## config.mk

```make
export PLATFORM = sky130hd
export DESIGN_NAME = midpoint_circle_raster_unit
export DESIGN_NICKNAME = d
export VERILOG_FILES = /design/src/cmr_pkg.sv /design/src/cmr_walker.sv /design/src/cmr_emitter.sv /design/src/midpoint_circle_raster_unit.sv
export SDC_FILE = /design/constraint.sdc
export NUM_CORES = 1
export LEC_CHECK = 0
export ABC_AREA = 1
export ABC_CLOCK_PERIOD_IN_PS = 7100
export BUFFER_PORTS_ARGS = -buffer_cell sky130_fd_sc_hd__buf_2
export CAP_MARGIN = 15
export CORE_MARGIN = 4
export CORE_UTILIZATION = 55
export CTS_CLUSTER_SIZE = 40
export DETAILED_ROUTE_END_ITERATION = 8
export MAX_ROUTING_LAYER = met4
export PLACE_DENSITY_LB_ADDON = 0.15
export REMOVE_ABC_BUFFERS = 1
export SETUP_SLACK_MARGIN = 0.02
export SYNTH_ARGS = -nofsm -noshare
export SYNTH_HDL_FRONTEND = slang
export SYNTH_HIERARCHICAL = 1
export SYNTH_SLANG_ARGS = --single-unit
export TNS_END_PERCENT = 30
```

## constraint.sdc

```tcl
create_clock -name clk -period 7.1 [get_ports clk]
set_input_delay 1.065 -clock clk [delete_from_list [all_inputs] [get_ports clk]]
set_output_delay 1.065 -clock clk [all_outputs]
set_load 0.005 [all_outputs]
```

## src/cmr_pkg.sv

```systemverilog
// ----------------------------------------------------------------------------
// cmr_pkg: shared types and constants for the midpoint circle raster unit
// Function codes, octant type and the octant-to-sign/swap table.
// ----------------------------------------------------------------------------
package cmr_pkg;

	// input field width of center and radius, output pixel width
	localparam int IN_W  = 10;
	localparam int PIX_W = 12;

	// function code carried with each input item
	typedef enum logic {
		FUNC_START = 1'b0,
		FUNC_STEP  = 1'b1
	} func_e_t;

	typedef logic [2:0] octant_t;

	localparam octant_t OCT_FIRST = 3'd0;
	localparam octant_t OCT_LAST  = 3'd7;

	// how one octant is built from (x, y): swap the pair, then negate each side
	typedef struct packed {
		logic swap;
		logic neg_x;
		logic neg_y;
	} oct_sel_t;

	function automatic oct_sel_t oct_map(input octant_t oct);
		oct_sel_t s;
		s = '0;
		unique case (oct)
			3'd0: s = '{swap: 1'b0, neg_x: 1'b0, neg_y: 1'b0};
			3'd1: s = '{swap: 1'b1, neg_x: 1'b0, neg_y: 1'b0};
			3'd2: s = '{swap: 1'b0, neg_x: 1'b1, neg_y: 1'b0};
			3'd3: s = '{swap: 1'b0, neg_x: 1'b0, neg_y: 1'b1};
			3'd4: s = '{swap: 1'b1, neg_x: 1'b1, neg_y: 1'b1};
			3'd5: s = '{swap: 1'b0, neg_x: 1'b1, neg_y: 1'b1};
			3'd6: s = '{swap: 1'b1, neg_x: 1'b0, neg_y: 1'b1};
			3'd7: s = '{swap: 1'b1, neg_x: 1'b1, neg_y: 1'b0};
			default: s = '0;
		endcase
		return s;
	endfunction

endpackage

```

## src/cmr_walker.sv

```systemverilog
// ----------------------------------------------------------------------------
// cmr_walker: input register and midpoint walk state
// Holds one input item, applies start or step to the walk registers and
// hands each active step (old x, y, center, done) to the emitter.
// ----------------------------------------------------------------------------
module cmr_walker #(
	parameter int COORD_BITS = 10
) (
	input  logic                         clk,
	input  logic                         arst_n,
	// input item
	input  logic                         s_tvalid,
	output logic                         s_tready,
	input  logic                         s_func,
	input  logic [cmr_pkg::IN_W-1:0]     s_cx,
	input  logic [cmr_pkg::IN_W-1:0]     s_cy,
	input  logic [cmr_pkg::IN_W-1:0]     s_r,
	// step record to the emitter
	output logic                         rec_valid,
	input  logic                         rec_ready,
	output logic [COORD_BITS:0]          rec_x,
	output logic [COORD_BITS:0]          rec_y,
	output logic [COORD_BITS-1:0]        rec_cx,
	output logic [COORD_BITS-1:0]        rec_cy,
	output logic                         rec_done
);

	localparam int FW = cmr_pkg::IN_W;
	localparam int WW = (COORD_BITS > FW) ? COORD_BITS : FW;
	localparam int DW = COORD_BITS + 3;

	// input register
	logic                in_vld_s1;
	logic                func_s1;
	logic [FW-1:0]       cx_s1;
	logic [FW-1:0]       cy_s1;
	logic [FW-1:0]       r_s1;

	// walk state
	logic [COORD_BITS-1:0] cent_x_q;
	logic [COORD_BITS-1:0] cent_y_q;
	logic [COORD_BITS:0]   pos_x_q;
	logic [COORD_BITS:0]   pos_y_q;
	logic signed [DW-1:0]  decision_q;
	logic                  active_q;

	logic                  is_start;
	logic                  take;
	logic [WW-1:0]         cx_w;
	logic [WW-1:0]         cy_w;
	logic [WW-1:0]         r_w;
	logic signed [DW-1:0]  x1;
	logic signed [DW-1:0]  y1;
	logic signed [DW-1:0]  dec_nxt;
	logic                  step_done;

	// consume the held item when start, idle step, or the emitter takes the step
	assign is_start  = (func_s1 == cmr_pkg::FUNC_START);
	assign take      = in_vld_s1 && (is_start || !active_q || rec_ready);
	assign s_tready  = !in_vld_s1 || take;
	assign rec_valid = in_vld_s1 && !is_start && active_q;

	// field width to coordinate width
	assign cx_w = WW'(cx_s1);
	assign cy_w = WW'(cy_s1);
	assign r_w  = WW'(r_s1);

	// midpoint rule on the current position
	always_comb begin
		x1 = DW'(pos_x_q) + DW'(1);
		y1 = DW'(pos_y_q);
		if (decision_q < 0) begin
			dec_nxt = decision_q + (x1 <<< 1) + DW'(1);
		end else begin
			y1      = DW'(pos_y_q) - DW'(1);
			dec_nxt = decision_q + (x1 <<< 1) - (y1 <<< 1) + DW'(1);
		end
		step_done = (x1 > y1);
	end

	assign rec_x    = pos_x_q;
	assign rec_y    = pos_y_q;
	assign rec_cx   = cent_x_q;
	assign rec_cy   = cent_y_q;
	assign rec_done = step_done;

	// input register
	always_ff @(posedge clk or negedge arst_n) begin
		if (!arst_n) begin
			in_vld_s1 <= 1'b0;
		end else if (s_tready) begin
			in_vld_s1 <= s_tvalid;
		end
	end

	always_ff @(posedge clk) begin
		if (s_tready && s_tvalid) begin
			func_s1 <= s_func;
			cx_s1   <= s_cx;
			cy_s1   <= s_cy;
			r_s1    <= s_r;
		end
	end

	// walk state update
	always_ff @(posedge clk or negedge arst_n) begin
		if (!arst_n) begin
			cent_x_q   <= '0;
			cent_y_q   <= '0;
			pos_x_q    <= '0;
			pos_y_q    <= '0;
			decision_q <= '0;
			active_q   <= 1'b0;
		end else if (take) begin
			if (is_start) begin
				cent_x_q   <= cx_w[COORD_BITS-1:0];
				cent_y_q   <= cy_w[COORD_BITS-1:0];
				pos_x_q    <= '0;
				pos_y_q    <= (COORD_BITS+1)'(r_w[COORD_BITS-1:0]);
				decision_q <= DW'(1) - DW'(r_w[COORD_BITS-1:0]);
				active_q   <= 1'b1;
			end else if (active_q) begin
				pos_x_q    <= x1[COORD_BITS:0];
				pos_y_q    <= y1[COORD_BITS:0];
				decision_q <= dec_nxt;
				active_q   <= !step_done;
			end
		end
	end

	// a finishing step leaves the walk idle
	a_done_idles: assert property (@(posedge clk) disable iff (!arst_n)
		rec_valid && rec_ready && rec_done |=> !active_q)
		else $error("walk still active after final step");

	// a start always arms the walk
	a_start_arms: assert property (@(posedge clk) disable iff (!arst_n)
		take && is_start |=> active_q && pos_x_q == '0)
		else $error("start did not arm the walk");

endmodule

```

## src/cmr_emitter.sv

```systemverilog
// ----------------------------------------------------------------------------
// cmr_emitter: eight-way symmetric pixel sequencer
// Holds one step record and walks its eight octants into an output
// register, one pixel per cycle while the sink takes them.
// ----------------------------------------------------------------------------
module cmr_emitter #(
	parameter int COORD_BITS = 10
) (
	input  logic                          clk,
	input  logic                          arst_n,
	// step record from the walker
	input  logic                          rec_valid,
	output logic                          rec_ready,
	input  logic [COORD_BITS:0]           rec_x,
	input  logic [COORD_BITS:0]           rec_y,
	input  logic [COORD_BITS-1:0]         rec_cx,
	input  logic [COORD_BITS-1:0]         rec_cy,
	input  logic                          rec_done,
	// pixel output
	output logic                          out_valid,
	input  logic                          out_ready,
	output logic [cmr_pkg::PIX_W-1:0]     out_px,
	output logic [cmr_pkg::PIX_W-1:0]     out_py,
	output cmr_pkg::octant_t              out_oct,
	output logic                          out_last,
	output logic                          out_done
);

	localparam int PW = cmr_pkg::PIX_W;
	localparam int EW = (COORD_BITS + 1 > PW) ? COORD_BITS + 1 : PW;

	// step record
	logic                  busy_q;
	cmr_pkg::octant_t      oct_q;
	logic [COORD_BITS:0]   x_q;
	logic [COORD_BITS:0]   y_q;
	logic [COORD_BITS-1:0] cx_q;
	logic [COORD_BITS-1:0] cy_q;
	logic                  done_q;

	// output register
	logic                  out_vld_q;
	logic [PW-1:0]         px_q;
	logic [PW-1:0]         py_q;
	cmr_pkg::octant_t      oct_out_q;
	logic                  last_q;
	logic                  done_out_q;

	logic                  adv;
	logic                  load;
	logic [EW-1:0]         x_e;
	logic [EW-1:0]         y_e;
	logic [EW-1:0]         cx_e;
	logic [EW-1:0]         cy_e;
	logic [PW-1:0]         a12;
	logic [PW-1:0]         b12;
	logic [PW-1:0]         px_nxt;
	logic [PW-1:0]         py_nxt;
	cmr_pkg::oct_sel_t     sel;

	// move one pixel into the output register when it is free or draining
	assign adv       = busy_q && (!out_vld_q || out_ready);
	assign rec_ready = !busy_q || (adv && oct_q == cmr_pkg::OCT_LAST);
	assign load      = rec_valid && rec_ready;

	// pixel of the current octant, modulo 2^PIX_W
	assign x_e  = EW'(x_q);
	assign y_e  = EW'(y_q);
	assign cx_e = EW'(cx_q);
	assign cy_e = EW'(cy_q);
	assign sel  = cmr_pkg::oct_map(oct_q);

	always_comb begin
		a12    = sel.swap ? y_e[PW-1:0] : x_e[PW-1:0];
		b12    = sel.swap ? x_e[PW-1:0] : y_e[PW-1:0];
		px_nxt = sel.neg_x ? (cx_e[PW-1:0] - a12) : (cx_e[PW-1:0] + a12);
		py_nxt = sel.neg_y ? (cy_e[PW-1:0] - b12) : (cy_e[PW-1:0] + b12);
	end

	// record control and octant counter
	always_ff @(posedge clk or negedge arst_n) begin
		if (!arst_n) begin
			busy_q <= 1'b0;
			oct_q  <= cmr_pkg::OCT_FIRST;
		end else if (load) begin
			busy_q <= 1'b1;
			oct_q  <= cmr_pkg::OCT_FIRST;
		end else if (adv) begin
			oct_q <= oct_q + 3'd1;
			if (oct_q == cmr_pkg::OCT_LAST) begin
				busy_q <= 1'b0;
			end
		end
	end

	always_ff @(posedge clk) begin
		if (load) begin
			x_q    <= rec_x;
			y_q    <= rec_y;
			cx_q   <= rec_cx;
			cy_q   <= rec_cy;
			done_q <= rec_done;
		end
	end

	// output register
	always_ff @(posedge clk or negedge arst_n) begin
		if (!arst_n) begin
			out_vld_q <= 1'b0;
		end else if (adv) begin
			out_vld_q <= 1'b1;
		end else if (out_ready) begin
			out_vld_q <= 1'b0;
		end
	end

	always_ff @(posedge clk) begin
		if (adv) begin
			px_q       <= px_nxt;
			py_q       <= py_nxt;
			oct_out_q  <= oct_q;
			last_q     <= (oct_q == cmr_pkg::OCT_LAST);
			done_out_q <= done_q;
		end
	end

	assign out_valid = out_vld_q;
	assign out_px    = px_q;
	assign out_py    = py_q;
	assign out_oct   = oct_out_q;
	assign out_last  = last_q;
	assign out_done  = done_out_q;

	// only the eighth pixel of a step is marked last
	a_last_oct: assert property (@(posedge clk) disable iff (!arst_n)
		out_vld_q |-> (last_q == (oct_out_q == cmr_pkg::OCT_LAST)))
		else $error("last flag does not match octant");

	// a pixel short of the eighth leaves the record busy
	a_rest_pending: assert property (@(posedge clk) disable iff (!arst_n)
		out_vld_q && oct_out_q != cmr_pkg::OCT_LAST |-> busy_q)
		else $error("step record freed before all octants sent");

	// the octant counter follows the pixel just registered
	a_oct_follow: assert property (@(posedge clk) disable iff (!arst_n)
		adv && !load |=> oct_q == $past(oct_q) + 3'd1)
		else $error("octant counter skipped");

endmodule

```

## src/midpoint_circle_raster_unit.sv

```systemverilog
// ----------------------------------------------------------------------------
// midpoint_circle_raster_unit: midpoint circle rasterizer, eight-way symmetry
// A start item loads center and radius; each step item of an active walk
// emits the eight symmetric pixels of the current point and advances the walk.
// ----------------------------------------------------------------------------
//  channel  dir  tdata                               tuser              tlast
//  s_*      in   center_x, center_y, radius          func               -
//  m_*      out  pixel_x, pixel_y                    octant, done_res   last
//
//  A start or an idle step emits nothing.
//  An active step emits eight pixels, one per cycle while m_tready is high;
//  the first passes the input register, step record and output register.
//  The next item is held in the input register while pixels drain.
//  Reset clears the walk to idle with zero center and position.
//  Back pressure on m_tready stalls the octant sequencer, then the input.
// ----------------------------------------------------------------------------
module midpoint_circle_raster_unit #(
	parameter int COORD_BITS = 10
) (
	input  logic        clk,
	input  logic        arst_n,
	input  logic        s_tvalid,
	output logic        s_tready,
	input  logic [31:0] s_tdata,   // [9:0] center_x, [19:10] center_y, [29:20] radius
	input  logic [0:0]  s_tuser,   // [0] func
	output logic        m_tvalid,
	input  logic        m_tready,
	output logic [23:0] m_tdata,   // [11:0] pixel_x, [23:12] pixel_y
	output logic [3:0]  m_tuser,   // [2:0] octant, [3] done_res
	output logic        m_tlast
);

	localparam int FW = cmr_pkg::IN_W;
	localparam int PW = cmr_pkg::PIX_W;

	logic                  rec_valid;
	logic                  rec_ready;
	logic [COORD_BITS:0]   rec_x;
	logic [COORD_BITS:0]   rec_y;
	logic [COORD_BITS-1:0] rec_cx;
	logic [COORD_BITS-1:0] rec_cy;
	logic                  rec_done;
	logic [PW-1:0]         px;
	logic [PW-1:0]         py;
	cmr_pkg::octant_t      oct;
	logic                  done_res;

	// walk state and input register
	cmr_walker #(
		.COORD_BITS (COORD_BITS)
	) u_walker (
		.clk       (clk),
		.arst_n    (arst_n),
		.s_tvalid  (s_tvalid),
		.s_tready  (s_tready),
		.s_func    (s_tuser[0]),
		.s_cx      (s_tdata[FW-1:0]),
		.s_cy      (s_tdata[2*FW-1:FW]),
		.s_r       (s_tdata[3*FW-1:2*FW]),
		.rec_valid (rec_valid),
		.rec_ready (rec_ready),
		.rec_x     (rec_x),
		.rec_y     (rec_y),
		.rec_cx    (rec_cx),
		.rec_cy    (rec_cy),
		.rec_done  (rec_done)
	);

	// octant sequencer and output register
	cmr_emitter #(
		.COORD_BITS (COORD_BITS)
	) u_emitter (
		.clk       (clk),
		.arst_n    (arst_n),
		.rec_valid (rec_valid),
		.rec_ready (rec_ready),
		.rec_x     (rec_x),
		.rec_y     (rec_y),
		.rec_cx    (rec_cx),
		.rec_cy    (rec_cy),
		.rec_done  (rec_done),
		.out_valid (m_tvalid),
		.out_ready (m_tready),
		.out_px    (px),
		.out_py    (py),
		.out_oct   (oct),
		.out_last  (m_tlast),
		.out_done  (done_res)
	);

	// output packing
	assign m_tdata = {py, px};
	assign m_tuser = {done_res, oct};

endmodule
```

==> impl_metrics.csv <==
group,metric,value,unit
run_status,run_status,"finished, final reports clean",
setup_path,cp-end-kind,"register",
drt,routed_wl,23100,um
synthesis,ys_warn_count,6,
cells_and_area,final_util,62.3,%
floorplanning,ios,68,
drt,dr.pass1.iters,5,
drt,dr.first_iter.drc_count,427,
timing,slew_headroom,26.6,%
timing,max_freq,0.227,GHz
synthesis,synthCells,1176,
clock_tree,tritoncts,"yes",
cells_and_area,seq_area,4640,sq um
drt,via_per_inst,5.35,
cells_and_area,synthToLayoutAreaGrowth,11.5,%
floorplanning,die-area,21200,sq um
cells_and_area,drive_above_1_share,15.6,%
grt,grt_use_total,22.5,%
floorplanning,core,18600,sq um
grt,grt_pass1_wl,37100,um
setup_path,crit_required,7.46,ns
floorplanning,initial_utilization,55.9,%
synthesis,avgSynthCellArea,8.85,sq um
grt,grt_max_degree,63,
grt,grt_pass1_vias,7604,
timing,setup_viol,0,
clock_tree,holdBufCountCts,0,
cells_and_area,multi_input_area,5070,sq um
synthesis,synth_area,10400,sq um
synthesis,synth_seq_cells,165,
setup_path,worst_ep_arrival_time,4.77,ns
clock_tree,clk_latency,0.43,ns
timing,finalHoldViolCount,0,
clock_tree,clock_sinks,165,
clock_tree,numCtsBuffers,17,
drt,vias,8000,
setup_path,rr_startpoint,"u_walker/rec_x[0]",
floorplanning,rows,50,
synthesis,seq_area_frac_synth,44.6,%
worst_hold_path,hold_path_startpoint,"u_walker/rec_cx[0]",
timing,finalWorstPathRequiredPeriod,4.41,ns
drt,drcViolationCount,0,
setup_path,rrSetupSlack,2.69,ns
place,dpl-instance-area,11000,sq um
clock_tree,clk_path_buf_depth,2,
synthesis,yosysUniqueCellTypes,49,
clock_tree,cts_setup_buffers,0,
clock_tree,path_clk_slew,0.07,ns
worst_hold_path,whs_endpoint,"u_emitter/cx_q[0]",
timing,rsz0062_at_grt,"no",
timing,fin_worst_skew,0.00920,ns
timing,slew_violations,0,
timing,fin_crit_sh,62.2,%
synthesis,synth_ff_type,"edfxtp_1",
synthesis,synthArstFlopShare,37.6,%
setup_path,worstSetupStartpointType,"register",
synthesis,synth_edf_count,103,
place,detailed_place_hpwl,17200,um
clock_tree,ctsResizeCount,0,
timing,fin_tns_setup,0,ns
cells_and_area,nNetsFinal,1368,
grt,overflow,0,
setup_path,crit_fanout,6,
drt,routedWlPerCell,15.5,um
timing,worst_slew_pin_slew,1.10,ns
setup_path,critical_path_class,"register to register",
synthesis,yosysTopAreaCell,"edfxtp_1",
run,drv_cap,0,
setup_path,rr_endpoint,"u_walker/decision_q[12]",
cells_and_area,fill_cells,1605,
place,portBuffers,65,
drt,ant_nets,0,
worst_hold_path,holdPathStages,0,
cells_and_area,n_antenna_cell,0,
clock_tree,cts_max_level,4,
floorplanning,fp.dieH,146,um
clock_tree,clockRootBuffer,"clkbuf_16",
setup_path,r2r_cells,23,
place,place.gp.congestion,0.919,
worst_hold_path,hold_class,"register to register",
synthesis,synthTopCellsByArea,"edfxtp_1, dfrtp_1, nand2_1",
grt,antenna_found_initial,0,
floorplanning,die_x,146,um
synthesis,synth_top_area_share,29.7,%
cells_and_area,final_cell_area,11600,sq um
stage by stage:
| step | worst slack [ns] | cells | hold slack (ns) |
|---|---|---|---|
| 2_1_floorplan | 3.23 | 1155 | 0.400 |
| 6_report | 2.69 | 1495 | 0.440 |
| 4_1_cts | 2.69 | 1493 | 0.443 |
| 3_5_place_dp | 2.73 | 1461 | 0.429 |
| 3_3_place_gp | 2.83 | 1461 | 0.423 |
| 5_1_grt | 2.24 | 1495 | 0.453 |
registers in the layout, summed over array words and instances, names as in the netlist, 3 cells and up:
name and flops:
u_emitter/out_py 12, u_walker/cx_s1 10, u_walker/rec_x 11, u_walker/r_s1 10, u_emitter/cy_q 10, u_walker/rec_cy 10
u_emitter/y_q 11, u_emitter/cx_q 10, u_walker/rec_y 11, u_emitter/x_q 11, u_emitter/out_px 12, u_emitter/out_oct 3
u_walker/cy_s1 10, u_walker/decision_q 13, u_emitter/oct_q 3, u_walker/rec_cx 10
cells in the final DEF, fill, tap and decap left out, types with 20 or more instances in the layout:
cell / instances
nor2_1: 71
nand2_1: 278
nand2_2: 24
inv_1: 150
edfxtp_1: 103
ha_1: 79
mux2_2: 20
xor2_1: 39
dfrtp_1: 62
o21ai_0: 66
buf_2: 65
a21oi_1: 56
nand3_1: 54
cells in the mapped netlist (2+ instances only):
cell	number
o21ai_0	66
inv_2	6
o22ai_1	7
o21ai_1	17
nor2_2	10
nor3_1	4
nand3_1	54
ha_1	79
mux2_2	20
nand4_1	13
o211ai_1	6
inv_1	150
clkbuf_1	10
a31oi_1	2
dfrtp_1	62
a22oi_1	2
a21oi_1	56
xnor2_1	17
edfxtp_1	103
nor2_4	2
or2_2	3
nand3b_1	4
o22a_1	2
a21o_1	6
nand3_2	8
buf_2	5
fa_1	4
a22o_1	3
nor2_1	73
buf_6	3
a2bb2oi_1	2
nand2_2	24
a21oi_2	3
buf_4	3
o21ai_2	2
nor3_2	2
xor2_1	39
nand2_1	278
nand2_4	9
o21bai_1	3
o31ai_1	2
o2111ai_1	3
o21a_1	3
logic make-up (layout without fill, tap and decap cells):
group | count (synthesis) | after routing | synth area share [%]
simple gates | 485 | 485 | 20.9
compound gates | 188 | 188 | 10.3
buf+inv | 178 | 263 | 6.85
flops | 165 | 165 | 44.6
fa+ha+maj | 83 | 83 | 10.3
xor+xnor | 57 | 57 | 4.87
mux | 20 | 20 | 2.16
worst max-delay path by stage:
stage | cells past startpoint | end | startpoint | slack (ns)
floorplan | 9 | u_emitter/oct_q[2] | m_tready | 3.23
global placement | 23 | u_walker/decision_q[12] | u_walker/rec_x[0] | 2.83
detailed placement | 23 | u_walker/decision_q[12] | u_walker/rec_x[0] | 2.73
CTS | 23 | u_walker/decision_q[12] | u_walker/rec_x[0] | 2.69
global route | 23 | u_walker/decision_q[12] | u_walker/rec_x[0] | 2.24
finish | 23 | u_walker/decision_q[12] | u_walker/rec_x[0] | 2.69
layer usage:
metal	wire [um]	vias to the layer above	track usage, %	part of all wire [%]
met5	0	-	-	0
met4	635	0	8.83	2.7
met3	940	41	3.33	4.1
met2	11400	197	38.1	49
met1	10200	3691	27.3	44
li1	-	4071	-	-
layout make-up:
class,count,share of cell area [%]
Clock inverter,13,1.26
Tap cell,234,2.52
Timing Repair Buffer,74,3.62
Inverter,157,5.12
Clock buffer,19,3.81
Sequential cell,165,40.0
Multi-Input combinational cell,833,43.7
worst max-delay path, stage by stage, from the launching register on:
cell,delay [ns]
dfrtp_1,0.45
inv_1,0.13
nor2_1,0.31
nand3_1,0.22
nor2_1,0.22
xor2_1,0.38
ha_1,0.38
nand2_1,0.14
inv_1,0.05
a21oi_1,0.17
nand4_1,0.11
nand2_1,0.14
inv_1,0.06
ha_1,0.28
ha_1,0.38
nand2_1,0.10
nor2_1,0.12
nand3_1,0.09
o2111ai_1,0.15
nand3b_1,0.15
nand3_1,0.06
nand2_1,0.10
nand2_1,0.06
a21oi_2,0.12
Power is not shown: default switching activity piles up to over one toggle a cycle in this logic, so the estimate is an artifact.
